## src/hw/rtl/rpn_expression_evaluator_core_assert.svh

```systemverilog
// ---------------------------------------------------------------------------
// rpn_expression_evaluator_core_assert.svh
// Assertion macros for the evaluator RTL.
// ---------------------------------------------------------------------------
`ifndef RPN_EXPRESSION_EVALUATOR_CORE_ASSERT_SVH
`define RPN_EXPRESSION_EVALUATOR_CORE_ASSERT_SVH

// Same-cycle implication, disabled while reset is asserted
`define RPN_ASSERT_NOW(lbl, clk, rst_n, ante, cons, msg) \
    lbl: assert property (@(posedge clk) disable iff (!(rst_n)) (ante) |-> (cons)) \
        else $error(msg);

// Next-cycle implication, disabled while reset is asserted
`define RPN_ASSERT_NEXT(lbl, clk, rst_n, ante, cons, msg) \
    lbl: assert property (@(posedge clk) disable iff (!(rst_n)) (ante) |=> (cons)) \
        else $error(msg);

`endif

```

## src/hw/rtl/rpn_pkg.sv

```systemverilog
// ---------------------------------------------------------------------------
// rpn_pkg
// Types and constants shared by the postfix expression evaluator.
// ---------------------------------------------------------------------------
`default_nettype none

package rpn_pkg;

    localparam int DATA_W            = 32;
    localparam int CNT_W             = $clog2(DATA_W);
    localparam int DEF_STACK_DEPTH   = 128;

    // ASCII codes the decoder recognizes
    localparam logic [7:0] CHAR_0     = 8'h30;
    localparam logic [7:0] CHAR_9     = 8'h39;
    localparam logic [7:0] CHAR_PLUS  = 8'h2B;
    localparam logic [7:0] CHAR_MINUS = 8'h2D;
    localparam logic [7:0] CHAR_STAR  = 8'h2A;
    localparam logic [7:0] CHAR_SLASH = 8'h2F;

    typedef enum logic [1:0] {
        ST_OK        = 2'd0,
        ST_UNDERFLOW = 2'd1,
        ST_OVERFLOW  = 2'd2,
        ST_DIVZERO   = 2'd3
    } t_status;

    typedef enum logic [1:0] {
        OP_ADD = 2'd0,
        OP_SUB = 2'd1,
        OP_MUL = 2'd2,
        OP_DIV = 2'd3
    } t_op;

    // Request from the sequencer to the arithmetic unit
    typedef struct packed {
        logic start;
        t_op  op;
    } t_alu_req;

    typedef enum logic [2:0] {
        S_IDLE,
        S_DECODE,
        S_READ,
        S_CALC,
        S_FINISH
    } t_state;

endpackage

`default_nettype wire

```

## src/hw/rtl/rpn_stack.sv

```systemverilog
// ---------------------------------------------------------------------------
// rpn_stack
// Operand storage below the top of stack: one write port, one registered
// read port.
// ---------------------------------------------------------------------------
`default_nettype none

module rpn_stack
    import rpn_pkg::*;
#(
    parameter int STACK_DEPTH = DEF_STACK_DEPTH,
    localparam int AW         = $clog2(STACK_DEPTH)
) (
    input  wire logic              i_clk,
    input  wire logic              i_wr_en,
    input  wire logic [AW-1:0]     i_wr_addr,
    input  wire logic [DATA_W-1:0] i_wr_data,
    input  wire logic              i_rd_en,
    input  wire logic [AW-1:0]     i_rd_addr,
    output logic [DATA_W-1:0]      o_rd_data
);

    logic [DATA_W-1:0] r_mem [STACK_DEPTH];
    logic [DATA_W-1:0] r_rd_data;

    // Write port
    always_ff @(posedge i_clk) begin
        if (i_wr_en) begin
            r_mem[i_wr_addr] <= i_wr_data;
        end
    end

    // Registered read port
    always_ff @(posedge i_clk) begin
        if (i_rd_en) begin
            r_rd_data <= r_mem[i_rd_addr];
        end
    end

    assign o_rd_data = r_rd_data;

endmodule

`default_nettype wire

```

## config.mk

```make
export PLATFORM = sky130hd
export DESIGN_NAME = rpn_stack
export DESIGN_NICKNAME = d
export VERILOG_FILES = /design/src/hw/rtl/rpn_expression_evaluator_core_assert.svh /design/src/hw/rtl/rpn_pkg.sv /design/src/hw/rtl/rpn_stack.sv
export SDC_FILE = /design/constraint.sdc
export NUM_CORES = 2
export LEC_CHECK = 0
export ABC_AREA = 1
export BUFFER_PORTS_ARGS = -buffer_cell sky130_fd_sc_hd__buf_2
export CAP_MARGIN = 20
export CELL_PAD_IN_SITES_DETAIL_PLACEMENT = 0
export CELL_PAD_IN_SITES_GLOBAL_PLACEMENT = 1
export CORE_MARGIN = 1.5
export CORE_UTILIZATION = 30
export CTS_BUF_LIST = sky130_fd_sc_hd__clkbuf_4
export CTS_CLUSTER_SIZE = 20
export DETAILED_ROUTE_END_ITERATION = 8
export GPL_TIMING_DRIVEN = 1
export PLACE_DENSITY_LB_ADDON = 0.25
export SLEW_MARGIN = 20
export SYNTH_ARGS = -nofsm -noshare
export SYNTH_HDL_FRONTEND = slang
export SYNTH_SLANG_ARGS = --single-unit
```

## constraint.sdc

```tcl
create_clock -name i_clk -period 5.3 [get_ports i_clk]
set_input_delay 0 -clock i_clk [delete_from_list [all_inputs] [get_ports i_clk]]
set_output_delay 0 -clock i_clk [all_outputs]
set_load 0.03 [all_outputs]
```

* After elaboration in Yosys (flattened, before gate mapping)
Memory sizes are Yosys's and may differ from the RTL's. A register that Yosys moved wholly into a read port is not among the register bits. Cells that the tools add are included.
Storage, ports and cells: register bits after elaboration 0, memory bits (writable) 4096, output and inout port bits 32, logic and storage cells 3, memories 1
Memories:
- r_mem | words 128, width 32, read ports 1, clocked after Yosys merged registers in 1, write ports 1, line rpn_stack.sv:23 | logic [DATA_W-1:0] r_mem [STACK_DEPTH];
Cells by class: multiplexer cells 2
Operator list (number):
- $mux 1 | 2

* Logic depth before layout (Yosys ltp)
word-level depth 2, depth in mapped cells 13

* Worst setup path before layout
OpenSTA, ideal clock, no wires.
kind input to register, start input port i_wr_en, end memory r_mem[105][0], enable pin, setup time 0.421 ns, data arrival time 1.977 ns, data required time 4.879 ns, slack 2.902 ns, cell stages on the path 4, path buffers 2, cell sequence clkbuf_1 > nand2_1 > clkbuf_1 > nor2_1
Between the ends: word-level cells in the longest chain between the ends 2
Ends and longest elaborated chain:
- from (decl) | line rpn_stack.sv:15 | input wire logic i_wr_en,
- $mux 1 | line rpn_stack.sv:28 | if (i_wr_en) begin
- $mux 1 (not written as such) | line rpn_stack.sv:29 | r_mem[i_wr_addr] <= i_wr_data;
- to (decl) | line rpn_stack.sv:23
Every way passes these cells.

==> impl_metrics.csv <==
group,metric,value,unit
outcome,status,"complete, no violations",
global_route,antenna_found_initial,41,
placed_design,routabilityCongestion,0.788,
sta,worst_clock_skew,0.156,ns
setup_path,r2r_cells,14,
setup_path,critPathLaunch,"i_rd_addr[3]",
setup_path,cp_max_fo,32,
setup_path,crit_end,"o_rd_data[6]",
power_and_ir_drop,p_per_area,364,nW/µm²
cells_and_area,drive_gt1_share,16.2,%
sta,rsz0062_at_grt,"no",
drt,wl_per_cell,25.7,µm
drt,num_vias,111000,
sta,fin_crit_sh,92.2,%
clock_tree,clkTransAtPathRegs,0.06,ns
drt,first_pass_iters,6,
floorplan,core_area,548000,µm²
drt,routed_wl,575,mm
yosys,avgSynthCellArea,12.3,µm²
setup_path,critPathLaunchType,"primary input",
global_route,grt_pass1_vias,107000,
yosys,ys_seq_area_share,75.1,%
yosys,synth_area_leaders,"edfxtp_1 75%, nand3_1 12%, nand2_1 9.4%, buf_2 1.8%, buf_4 0.39%",
yosys,synth_cell_types,14,
placed_design,io_buffers,80,
sta,hold_viol_final,0,
drt,ant_nets,0,
drt,drtIter0Drc,10500,
floorplan,die_w,745,µm
floorplan,start_util,30.1,%
cells_and_area,seqCellArea,124000,µm²
placed_design,dpl.hpwl,317,mm
cells_and_area,multiInputGateArea,37300,µm²
setup_path,r2r_setup_slack,0.47,ns
sta,report.final.slew_viol_count,0,
setup_path,critPathKind,"in2reg",
yosys,syn_nets,13400,
setup_path,max_stage_delay,1.41,ns
setup_path,critPathArrivalTime,6.43,ns
sta,whs,0.187,ns
yosys,synthesis.instances,13400,
sta,tns,0,ns
clock_tree,postCtsSetupBuffers,0,
clock_tree,cts_buffers,1217,
placed_design,post-place-ws,1.67,ns
power_and_ir_drop,peakVddDrop,0.000240,V
global_route,grtUsageTotal,20.4,%
global_route,overflow,0,
sta,period_minus_slack,4.89,ns
setup_path,crit_chain,"dlygate4sd3_1 > dlygate4sd3_1 > buf_8 > dlygate4sd3_1 > nand3_1 > dlygate4sd3_1 > nand3_1 > dlygate4sd3_1 > nand3_1 > dlygate4sd3_1 > nand3_1 > dlygate4sd3_1 > nand2_1 > dlygate4sd3_1",
yosys,ys_warn_count,0,
cells_and_area,post-route-util,35.1,%
global_route,grt_max_degree,149,
clock_tree,clock_latency,1.78,ns
run,cap_violations,0,
sta,relSlewSlack,22.0,%
drt,vias_per_cell,4.95,
yosys,synth.top_cell.area_share,75.1,%
setup_path,end_kind,"flop",
setup_path,r2r-end,"o_rd_data[23]",
clock_tree,clock-sinks,4128,
setup_path,critPathSlowestCell,"dlygate4sd3_1",
setup_path,rr_startpoint,"r_mem[119][23]",
sta,clock.fmax,0.205,GHz
yosys,ys_ff_latch,4128,
min_path,hold_class,"in2reg",
setup_path,crit_top_cell,"dlygate4sd3_1",
cells_and_area,final_net_count,14400,
yosys,netlist_area,165000,µm²
clock_tree,cts_tree,"done",
setup_path,required,6.84,ns
sta,setup_slack,0.411,ns
yosys,yosysTopAreaCell,"edfxtp_1",
sta,worstMarginPinSlew,1.17,ns
drt,drc,0,
floorplan,die-height,745,µm
power_and_ir_drop,p_leak,67.2,nW
floorplan,rows,272,
floorplan,ioPinCount,81,
clock_tree,clock_path_buffers,5,
sta,setup_violations,0,
clock_tree,htree_num_levels,7,
global_route,grt_pass1_wl,805,mm
cells_and_area,area_growth,16.6,%
clock_tree,cts-root-buf,"clkbuf_4",
floorplan,die_area,554000,µm²
cells_and_area,nFillCells,54400,
placed cells by master, fill, tap and decap left out, types with 2 or more instances in the layout:
cell type | netlist | layout
clkinv_2 | 0 | 6
buf_4 | 86 | 249
nor2_2 | 0 | 2
buf_16 | 0 | 51
edfxtp_1 | 4128 | 4128
buf_8 | 1 | 5
diode_2 | 0 | 42
nor2_1 | 134 | 4
nand3_1 | 4035 | 4035
inv_2 | 2 | 17
buf_2 | 602 | 41
nor2_4 | 0 | 128
nand2_1 | 4151 | 4143
nand2_2 | 0 | 8
clkinv_1 | 0 | 139
bufinv_16 | 0 | 4
inv_1 | 20 | 18
buf_12 | 0 | 90
clkbuf_4 | 0 | 1805
nor3_1 | 8 | 8
buf_6 | 11 | 29
dlygate4sd3_1 | 0 | 172
inv_8 | 0 | 2
inv_16 | 0 | 2
metrics by stage:
step	power [mW]	area, µm²	std cells
after floorplan	39.0	165000	13400
after global placement	41.5	175000	20100
after detailed placement	41.5	175000	20200
after CTS	70.9	192000	22300
after global routing	72.8	192000	22400
final	70.0	192000	22400
worst max-delay path: cells and delay by family:
family,cells,cell delay (ns)
simple gates,5,0.51
buf+inv,9,5.87
report_power, final:
group / switching (mW) / internal (mW) / total, mW
combinational: 3.67 / 1.13 / 4.79
clock: 13.5 / 15.5 / 29.0
sequential: 0.119 / 36.1 / 36.2
timing repair:
| item | 4_1_cts | 5_1_grt |
|---|---|---|
| hold buffers | 205 | 0 |
| endpoints found under the hold margin | 8228 | 0 |
| resized for setup | 0 | 0 |
cell type report:
| type | count | share of cell area, % |
|---|---|---|
| antenna | 42 | 0.0547 |
| clock buffer | 1805 | 7.05 |
| clock inverter | 165 | 0.380 |
| inverter | 24 | 0.0748 |
| multi-input combinational | 8328 | 19.4 |
| sequential | 4128 | 64.5 |
| tap | 7261 | 4.72 |
| timing repair buffer | 637 | 3.85 |
sequential cells by signal, indices dropped and copies added (netlist names):
name       cells
o_rd_data     32
r_mem       4096
cells in the mapped netlist:
cell type  number
nand2_1      4151
edfxtp_1     4128
nand3_1      4035
buf_2         602
nor2_1        134
clkbuf_1      109
buf_1         100
buf_4          86
inv_1          20
buf_6          11
nor3_1          8
inv_2           2
inv_4           2
buf_8           1
cell families after synthesis:
group / count (synthesis) / share of synthesized area [%]
flops: 4128 / 75.1
simple gates: 8328 / 22.0
buf+inv: 933 / 2.84
routing by layer:
metal	up-vias	GRT usage [%]	share of wire (%)
li1	50700	-	-
met1	55500	28.0	45
met2	3849	32.6	47
met3	750	4.14	6.3
met4	4	6.49	2.3
met5	-	0	0.0050
worst min-delay path by stage:
| stage | slack [ns] | cells after the start | startpoint | endpoint |
|---|---|---|---|---|
| finish | 0.19 | 8 | i_rd_addr[2] | o_rd_data[8] |
| global route | 0.11 | 9 | i_rd_addr[2] | o_rd_data[31] |
| detailed placement | 0.31 | 1 | i_wr_data[22] | r_mem[33][22] |
| global placement | 0.31 | 1 | i_wr_data[22] | r_mem[33][22] |
| CTS | 0.002 | 9 | i_rd_addr[2] | o_rd_data[15] |
| floorplan | 0.1 | 0 | i_wr_data[0] | r_mem[0][0] |
Power figures use the tool's default switching activity.
