### config.mk
export PLATFORM = sky130hd
export DESIGN_NAME = rpn_alu
export DESIGN_NICKNAME = d
export VERILOG_FILES = /design/src/hw/rtl/rpn_expression_evaluator_core_assert.svh /design/src/hw/rtl/rpn_pkg.sv /design/src/hw/rtl/rpn_alu.sv
export SDC_FILE = /design/constraint.sdc
export NUM_CORES = 2
export LEC_CHECK = 0
export ABC_AREA = 1
export BUFFER_PORTS_ARGS = -buffer_cell sky130_fd_sc_hd__clkbuf_2
export CAP_MARGIN = 20
export CORE_UTILIZATION = 35
export CTS_CLUSTER_DIAMETER = 120
export DETAILED_ROUTE_END_ITERATION = 8
export GPL_TIMING_DRIVEN = 0
export PLACE_DENSITY = 0.5
export REMOVE_ABC_BUFFERS = 1
export SLEW_MARGIN = 20
export SYNTH_ARGS = -nofsm -noshare
export SYNTH_HDL_FRONTEND = slang
export SYNTH_SLANG_ARGS = --single-unit
### constraint.sdc
create_clock -name i_clk -period 11.18 [get_ports i_clk]
set_input_delay 0.559 -clock i_clk [delete_from_list [all_inputs] [get_ports i_clk]]
set_output_delay 0.559 -clock i_clk [all_outputs]
set_load 0.05 [all_outputs]
### src/hw/rtl/rpn_expression_evaluator_core_assert.svh
// ---------------------------------------------------------------------------
// rpn_expression_evaluator_core_assert.svh
// Assertion macros for the evaluator RTL.
// ---------------------------------------------------------------------------
`ifndef RPN_EXPRESSION_EVALUATOR_CORE_ASSERT_SVH
`define RPN_EXPRESSION_EVALUATOR_CORE_ASSERT_SVH

// Same-cycle implication, disabled while reset is asserted
`define RPN_ASSERT_NOW(lbl, clk, rst_n, ante, cons, msg) \
    lbl: assert property (@(posedge clk) disable iff (!(rst_n)) (ante) |-> (cons)) \
        else $error(msg);

// Next-cycle implication, disabled while reset is asserted
`define RPN_ASSERT_NEXT(lbl, clk, rst_n, ante, cons, msg) \
    lbl: assert property (@(posedge clk) disable iff (!(rst_n)) (ante) |=> (cons)) \
        else $error(msg);

`endif

### src/hw/rtl/rpn_pkg.sv
// ---------------------------------------------------------------------------
// rpn_pkg
// Types and constants shared by the postfix expression evaluator.
// ---------------------------------------------------------------------------
`default_nettype none

package rpn_pkg;

    localparam int DATA_W            = 32;
    localparam int CNT_W             = $clog2(DATA_W);
    localparam int DEF_STACK_DEPTH   = 128;

    // ASCII codes the decoder recognizes
    localparam logic [7:0] CHAR_0     = 8'h30;
    localparam logic [7:0] CHAR_9     = 8'h39;
    localparam logic [7:0] CHAR_PLUS  = 8'h2B;
    localparam logic [7:0] CHAR_MINUS = 8'h2D;
    localparam logic [7:0] CHAR_STAR  = 8'h2A;
    localparam logic [7:0] CHAR_SLASH = 8'h2F;

    typedef enum logic [1:0] {
        ST_OK        = 2'd0,
        ST_UNDERFLOW = 2'd1,
        ST_OVERFLOW  = 2'd2,
        ST_DIVZERO   = 2'd3
    } t_status;

    typedef enum logic [1:0] {
        OP_ADD = 2'd0,
        OP_SUB = 2'd1,
        OP_MUL = 2'd2,
        OP_DIV = 2'd3
    } t_op;

    // Request from the sequencer to the arithmetic unit
    typedef struct packed {
        logic start;
        t_op  op;
    } t_alu_req;

    typedef enum logic [2:0] {
        S_IDLE,
        S_DECODE,
        S_READ,
        S_CALC,
        S_FINISH
    } t_state;

endpackage

`default_nettype wire

### src/hw/rtl/rpn_alu.sv
// ---------------------------------------------------------------------------
// rpn_alu
// Shared arithmetic unit: add, subtract and multiply without iteration, signed
// division truncating toward zero by a one-bit-per-cycle shift-subtract loop.
// ---------------------------------------------------------------------------
`default_nettype none

module rpn_alu
    import rpn_pkg::*;
(
    input  wire logic              i_clk,
    input  wire logic              i_rst_n,
    input  wire t_alu_req          i_req,
    input  wire logic [DATA_W-1:0] i_lhs,
    input  wire logic [DATA_W-1:0] i_rhs,
    output logic                   o_done,
    output logic                   o_busy,
    output logic [DATA_W-1:0]      o_result
);

    logic              r_busy,   n_busy;
    logic              r_done,   n_done;
    logic [CNT_W-1:0]  r_count,  n_count;
    logic [DATA_W-1:0] r_rem,    n_rem;
    logic [DATA_W-1:0] r_quo,    n_quo;
    logic [DATA_W-1:0] r_dvs,    n_dvs;
    logic              r_neg,    n_neg;
    logic [DATA_W-1:0] r_result, n_result;

    logic [DATA_W:0]   shifted;
    logic [DATA_W:0]   diff;
    logic [DATA_W-1:0] quo_step;
    logic [DATA_W-1:0] rem_step;

    // One restoring division step on magnitudes
    always_comb begin
        shifted  = {r_rem, r_quo[DATA_W-1]};
        diff     = shifted - {1'b0, r_dvs};
        quo_step = {r_quo[DATA_W-2:0], ~diff[DATA_W]};
        rem_step = diff[DATA_W] ? shifted[DATA_W-1:0] : diff[DATA_W-1:0];
    end

    // Operation start and iteration control
    always_comb begin
        n_busy   = r_busy;
        n_done   = 1'b0;
        n_count  = r_count;
        n_rem    = r_rem;
        n_quo    = r_quo;
        n_dvs    = r_dvs;
        n_neg    = r_neg;
        n_result = r_result;
        if (i_req.start) begin
            case (i_req.op)
                OP_ADD: begin
                    n_result = i_lhs + i_rhs;
                    n_done   = 1'b1;
                end
                OP_SUB: begin
                    n_result = i_lhs - i_rhs;
                    n_done   = 1'b1;
                end
                OP_MUL: begin
                    n_result = i_lhs * i_rhs;
                    n_done   = 1'b1;
                end
                OP_DIV: begin
                    n_neg   = i_lhs[DATA_W-1] ^ i_rhs[DATA_W-1];
                    n_quo   = i_lhs[DATA_W-1] ? (~i_lhs + 1'b1) : i_lhs;
                    n_dvs   = i_rhs[DATA_W-1] ? (~i_rhs + 1'b1) : i_rhs;
                    n_rem   = '0;
                    n_count = '1;
                    n_busy  = 1'b1;
                end
                default: begin
                    n_done = 1'b1;
                end
            endcase
        end else if (r_busy) begin
            n_rem   = rem_step;
            n_quo   = quo_step;
            n_count = r_count - 1'b1;
            if (r_count == '0) begin
                n_busy   = 1'b0;
                n_done   = 1'b1;
                n_result = r_neg ? (~quo_step + 1'b1) : quo_step;
            end
        end
    end

    always_ff @(posedge i_clk) begin
        if (!i_rst_n) begin
            r_busy <= 1'b0;
            r_done <= 1'b0;
        end else begin
            r_busy <= n_busy;
            r_done <= n_done;
        end
        r_count  <= n_count;
        r_rem    <= n_rem;
        r_quo    <= n_quo;
        r_dvs    <= n_dvs;
        r_neg    <= n_neg;
        r_result <= n_result;
    end

    assign o_done   = r_done;
    assign o_busy   = r_busy;
    assign o_result = r_result;

endmodule

`default_nettype wire

======== After elaboration in Yosys (flattened, before gate mapping) ========
Cells that the tools add are included.
word-level totals
  bits in registers ....................... 136
  input port bits ......................... 69
  output and inout port bits .............. 34
  logic and storage cells ................. 60
operators by class
  add/sub/neg operators ................... 7
  multipliers ............................. 1
  equality and inequality tests ........... 5
  multiplexer cells ....................... 25
  bitwise gates (word level) .............. 5
  reduce and logical (&&, ||, !) cells .... 8
operators by type and width
  kind                   count
  $mux 32                12
  $add 32x1->32 const B  3
  $not 32->32            3
  $pmux 32 s3            1
  $sub 33x32->33         1
  $add 32x32->32         1
  $mul 32x32->32         1
  $sub 32x32->32         1
  $mux 31                1
  $mux 5                 3
  $mux 1                 8
  $logic_not 5->1        1
  $sub 5x1->5 const B    1
  $eq 2x2->1 const B     2
  $ne 4x1->1 const B     1
  $reduce_and 2->1       2
  $reduce_bool 2->1      2
  $reduce_and 3->1       1
  $reduce_or 3->1        1
  $eq 2x1->1 const B     1
  $logic_not 2->1        1
  $ne 2x1->1 const B     1
  $not 1->1              1
  $xor 1x1->1            1

======== Depth between registers and ports, before layout ========
  depth after elaboration ................. 8
  depth in mapped cells ................... 36
  depth with buffers taken out ............ 34

======== Worst setup path after synthesis ========
No wires, ideal clock.
  path type ............................... input port to flip-flop
  from .................................... input port i_rhs[4]
  to ...................................... register r_result[31] (netlist: o_result[31]) (data pin)
  library setup time ...................... 0.253 ns
  data arrival time ....................... 6.816 ns
  data required time ...................... 10.927 ns
  slack ................................... 4.111 ns
  stages .................................. 26
  path buffers ............................ 3
  path through ............................ clkbuf_1 -> clkbuf_1 -> buf_1 -> nand2_1 -> fa_1 -> inv_1 -> fa_1 -> inv_1 -> fa_1 -> fa_1 -> inv_1 -> fa_1 -> fa_1 -> fa_1 -> fa_1 -> ha_1 -> a21oi_1 -> o21bai_1 -> a221oi_1 -> o21ai_0 -> nor2_1 -> nand3_1 -> nand3_1 -> nand2_1 -> nand2_1 -> nand2_1
on the way
  cells in the longest elaborated chain, start to end .. 3
  elaborated cells on any way between the ends .. 5
  classes of those cells .................. add/sub: 2; mul: 1; mux: 2
ends and longest elaborated chain
  element                                       line            RTL
  start, declared                               rpn_alu.sv:15   input wire logic [DATA_W-1:0] i_rhs,
  $mul 32x32->32, or another cell as far along  rpn_alu.sv:64   n_result = i_lhs * i_rhs;
  $pmux 32 s3 (*)                               rpn_alu.sv:54   case (i_req.op)
  $mux 32 (*)                                   rpn_alu.sv:53   if (i_req.start) begin
  via n_result[31]                              rpn_alu.sv:28   logic [DATA_W-1:0] r_result, n_result;
  end signal, assigned                          rpn_alu.sv:104  r_result <= n_result;
  end, declared                                 rpn_alu.sv:28
The timed path passes the listed nets; every way through them passes the cells marked *.
A chain may end at the register's enable or synchronous reset.

======== Worst setup path after layout ========
  from .................................... input port i_rhs[2]
  to ...................................... register r_result[31] (netlist: o_result[31]) (data pin)
Same word-level chain as after synthesis.

==> metrics.csv <==
metric;value;unit
slew margin rel.;0.195;
hold crit path type;in -> reg;
dpl hpwl;66700;um
Layout Nets;4547;
routed via count;24300;
mapped cell area;28600;um^2
Critical Path RT;11.32;ns
CTS resizes;0;
most frequent cells after synthesis;nand2_1 (1053), inv_1 (917), fa_1 (410), o21ai_0 (234), ha_1 (196);
violated checks;design-rule violations;
gr usage total;0.220;
CP max FO;36;
Routed Antenna Nets;0;
R2R Path Start;r_quo[31];
largest net degree at the start of global routing;81;
htree depth;4;
layout cells sized above 1;0.0461;
Synth async-reset ratio;0;
GRT Residual Overflow;0;
outcome;finished with violations;
final period utilization;0.701;
CTS Hold Bufs;0;
Reg2Reg Setup Slack;6.27;ns
first-pass GRT wire length;139000;um
CP Launch Type;input port;
clk_skew;0.0166;ns
minimum clock period;7.84;ns
synth top area cells;fa_1 (29%), edfxtp_1 (14%), nand2_1 (14%);
clk_lat worst skew;0.45;ns
setup TNS;0;ns
Die Span Y;288;um
Clock transition at path regs;0.06;ns
crit end category;flip-flop;
vias in the first global route;24400;
Post-synth top flop;edfxtp_1;
io pins;103;
Seq/Total Area, Yosys;0.142;
CTS max path bufs;2;
Core ar.;80700;um^2
Final setup viols;0;
most common cell in the synthesized netlist;nand2_1;
XOR/XNOR share of the synthesized area;0.0355;
share of synthesized area spent on multiplexers;0;
Die W;288;um
Die ar.;82900;um^2
routability cong.;0.910;
Post-Synth Simple-Gate Area;0.208;
Syn Area/Cell;7.28;um^2
DRC Markers;28;
Initial Util;0.355;
Fin. Hold Viols;0;
Port Buf Inserts;102;
first-iteration detailed-routing DRC count;1833;
fin. max-slew vios;0;
Worst Setup EP;o_result[31];
CP Class;in -> reg;
Setup crit start;i_rhs[2];
initial antenna violation count;8;
buffers inserted by post-CTS timing repair;0;
area leader, netlist;fa_1;
Via density;4.91;
CTS tree;done;
top cell type's share of synthesized area;0.287;
min-delay src;i_rst_n;
area added between synthesis and finish;6.62;%
reg2reg end;o_result[30];
Yosys warning count;0;
worst reg2reg path depth;24;
Worst Path Arrival;7.98;ns
synth unique cells;54;
RSZ-0062 raised after global routing;no;
WL final;88700;um
max cap viols;0;
flops & latches, synth;136;
CTS buffer count;17;
largest family of logic cells by synthesized area;adder cells;
cell count after synthesis;3932;
Slew @ Worst Pin;1.21;ns
Root Buffer;clkbuf_16;
Post-synth EDFFs;134;
Max Freq;128;MHz
1st-pass router iterations;9;
row count;104;
DR WL/cell;17.9;um
Compound-Gate Fraction of Synth Area;0.0960;
post-synthesis adder-cell area fraction;0.373;
Clock Sinks;136;
==> worst min-delay path by stage <==
stage / endpoint / slack (ns) / cells past startpoint
floorplan: r_quo[3] / 0.53 / 2
global placement: r_count[0] / 0.55 / 1
detailed placement: r_quo[3] / 0.56 / 2
CTS: o_done / 0.33 / 3
global route: o_done / 0.36 / 3
finish: o_done / 0.35 / 3
==> layer usage <==
| metal | wire length (um) | track usage | vias to the layer above |
|---|---|---|---|
| met5 | 28 | 0 | - |
| met4 | 1710 | 0.0516 | 4 |
| met3 | 4750 | 0.0225 | 104 |
| met2 | 40400 | 0.358 | 622 |
| met1 | 41900 | 0.312 | 11800 |
| li1 | - | - | 11800 |
==> area by class of cell <==
type	count	area, um^2
Fill cell	8592	50200
Tap cell	1060	1330
Sequential cell	136	4060
Antenna cell	1	2.50
Clock buffer	17	425
Clock inverter	15	179
Inverter	924	3470
Multi-Input combinational cell	2685	20400
Timing Repair Buffer	108	658
==> critical path, stage by stage <==
cell and delay (ns):
clkbuf_2 0.74, nand2_1 0.18, fa_1 0.57, inv_1 0.05, fa_1 0.50, inv_1 0.06
fa_1 0.51, fa_1 0.56, inv_1 0.06, fa_1 0.49, fa_1 0.59, fa_1 0.45
fa_1 0.47, ha_1 0.41, a21oi_1 0.25, o21bai_1 0.11, a221oi_1 0.31, o21ai_0 0.13
nor2_1 0.34, nand3_1 0.13, nand3_1 0.14, nand2_1 0.06, nand2_1 0.09, nand2_1 0.18
==> per-stage QoR <==
stage / std cells / hold slack [ns] / utilization / area [um^2] / setup slack [ns]
6_report: 4946 / 0.351 / 0.378 / 30500 / 3.34
5_1_grt: 4945 / 0.357 / 0.378 / 30500 / 3.00
4_1_cts: 4945 / 0.330 / 0.378 / 30500 / 3.36
3_5_place_dp: 4913 / 0.559 / 0.371 / 29900 / 2.91
3_3_place_gp: 4907 / 0.554 / 0.369 / 29700 / 2.86
2_1_floorplan: 3745 / 0.525 / - / 27900 / 4.74
==> registers in the layout, summed over array words and instances (netlist names) <==
name      flops
o_result     32
r_dvs        32
r_quo        32
r_count       5
o_busy        1
o_done        1
r_neg         1
r_rem        32
==> cell usage in the layout, fill, tap and decap left out, types with 4 or more instances in the layout <==
master     Yosys  final
o211ai_1       4      4
nor2_1       177    176
nand3_1      114    114
inv_2          5      6
nor3_1        30     30
clkbuf_2       0    100
a221oi_1       6      6
nor4_1        14     14
o21a_1         6      6
edfxtp_1     134    134
ha_1         196    195
clkbuf_16      0     17
a21boi_0       6      6
o21bai_1      11     11
nand2_2        5      5
inv_6          0      5
nand4_1       25     25
a21oi_1      185    185
a211oi_1       8      8
inv_1        917    915
or2_2          9      9
o21ai_1        7      7
a31oi_1       11     11
nand2_1     1053   1052
fa_1         410    410
a21o_1        13     13
nand3b_1      13     13
nor2_4         5      6
xnor2_1       44     44
xor2_1        72     72
o21ai_0      234    234
==> cells by family after synthesis <==
family	after synthesis
xor gates and xnor gates	116
AOI/OAI and AO/OA	507
adders and majority gates	606
DFF	136
buffers and inverters	1111
and+or+nand+nor	1456
Power is left out: the tool's default activity adds up to more than one toggle a clock period on the data nets, which glitch-free logic cannot reach.
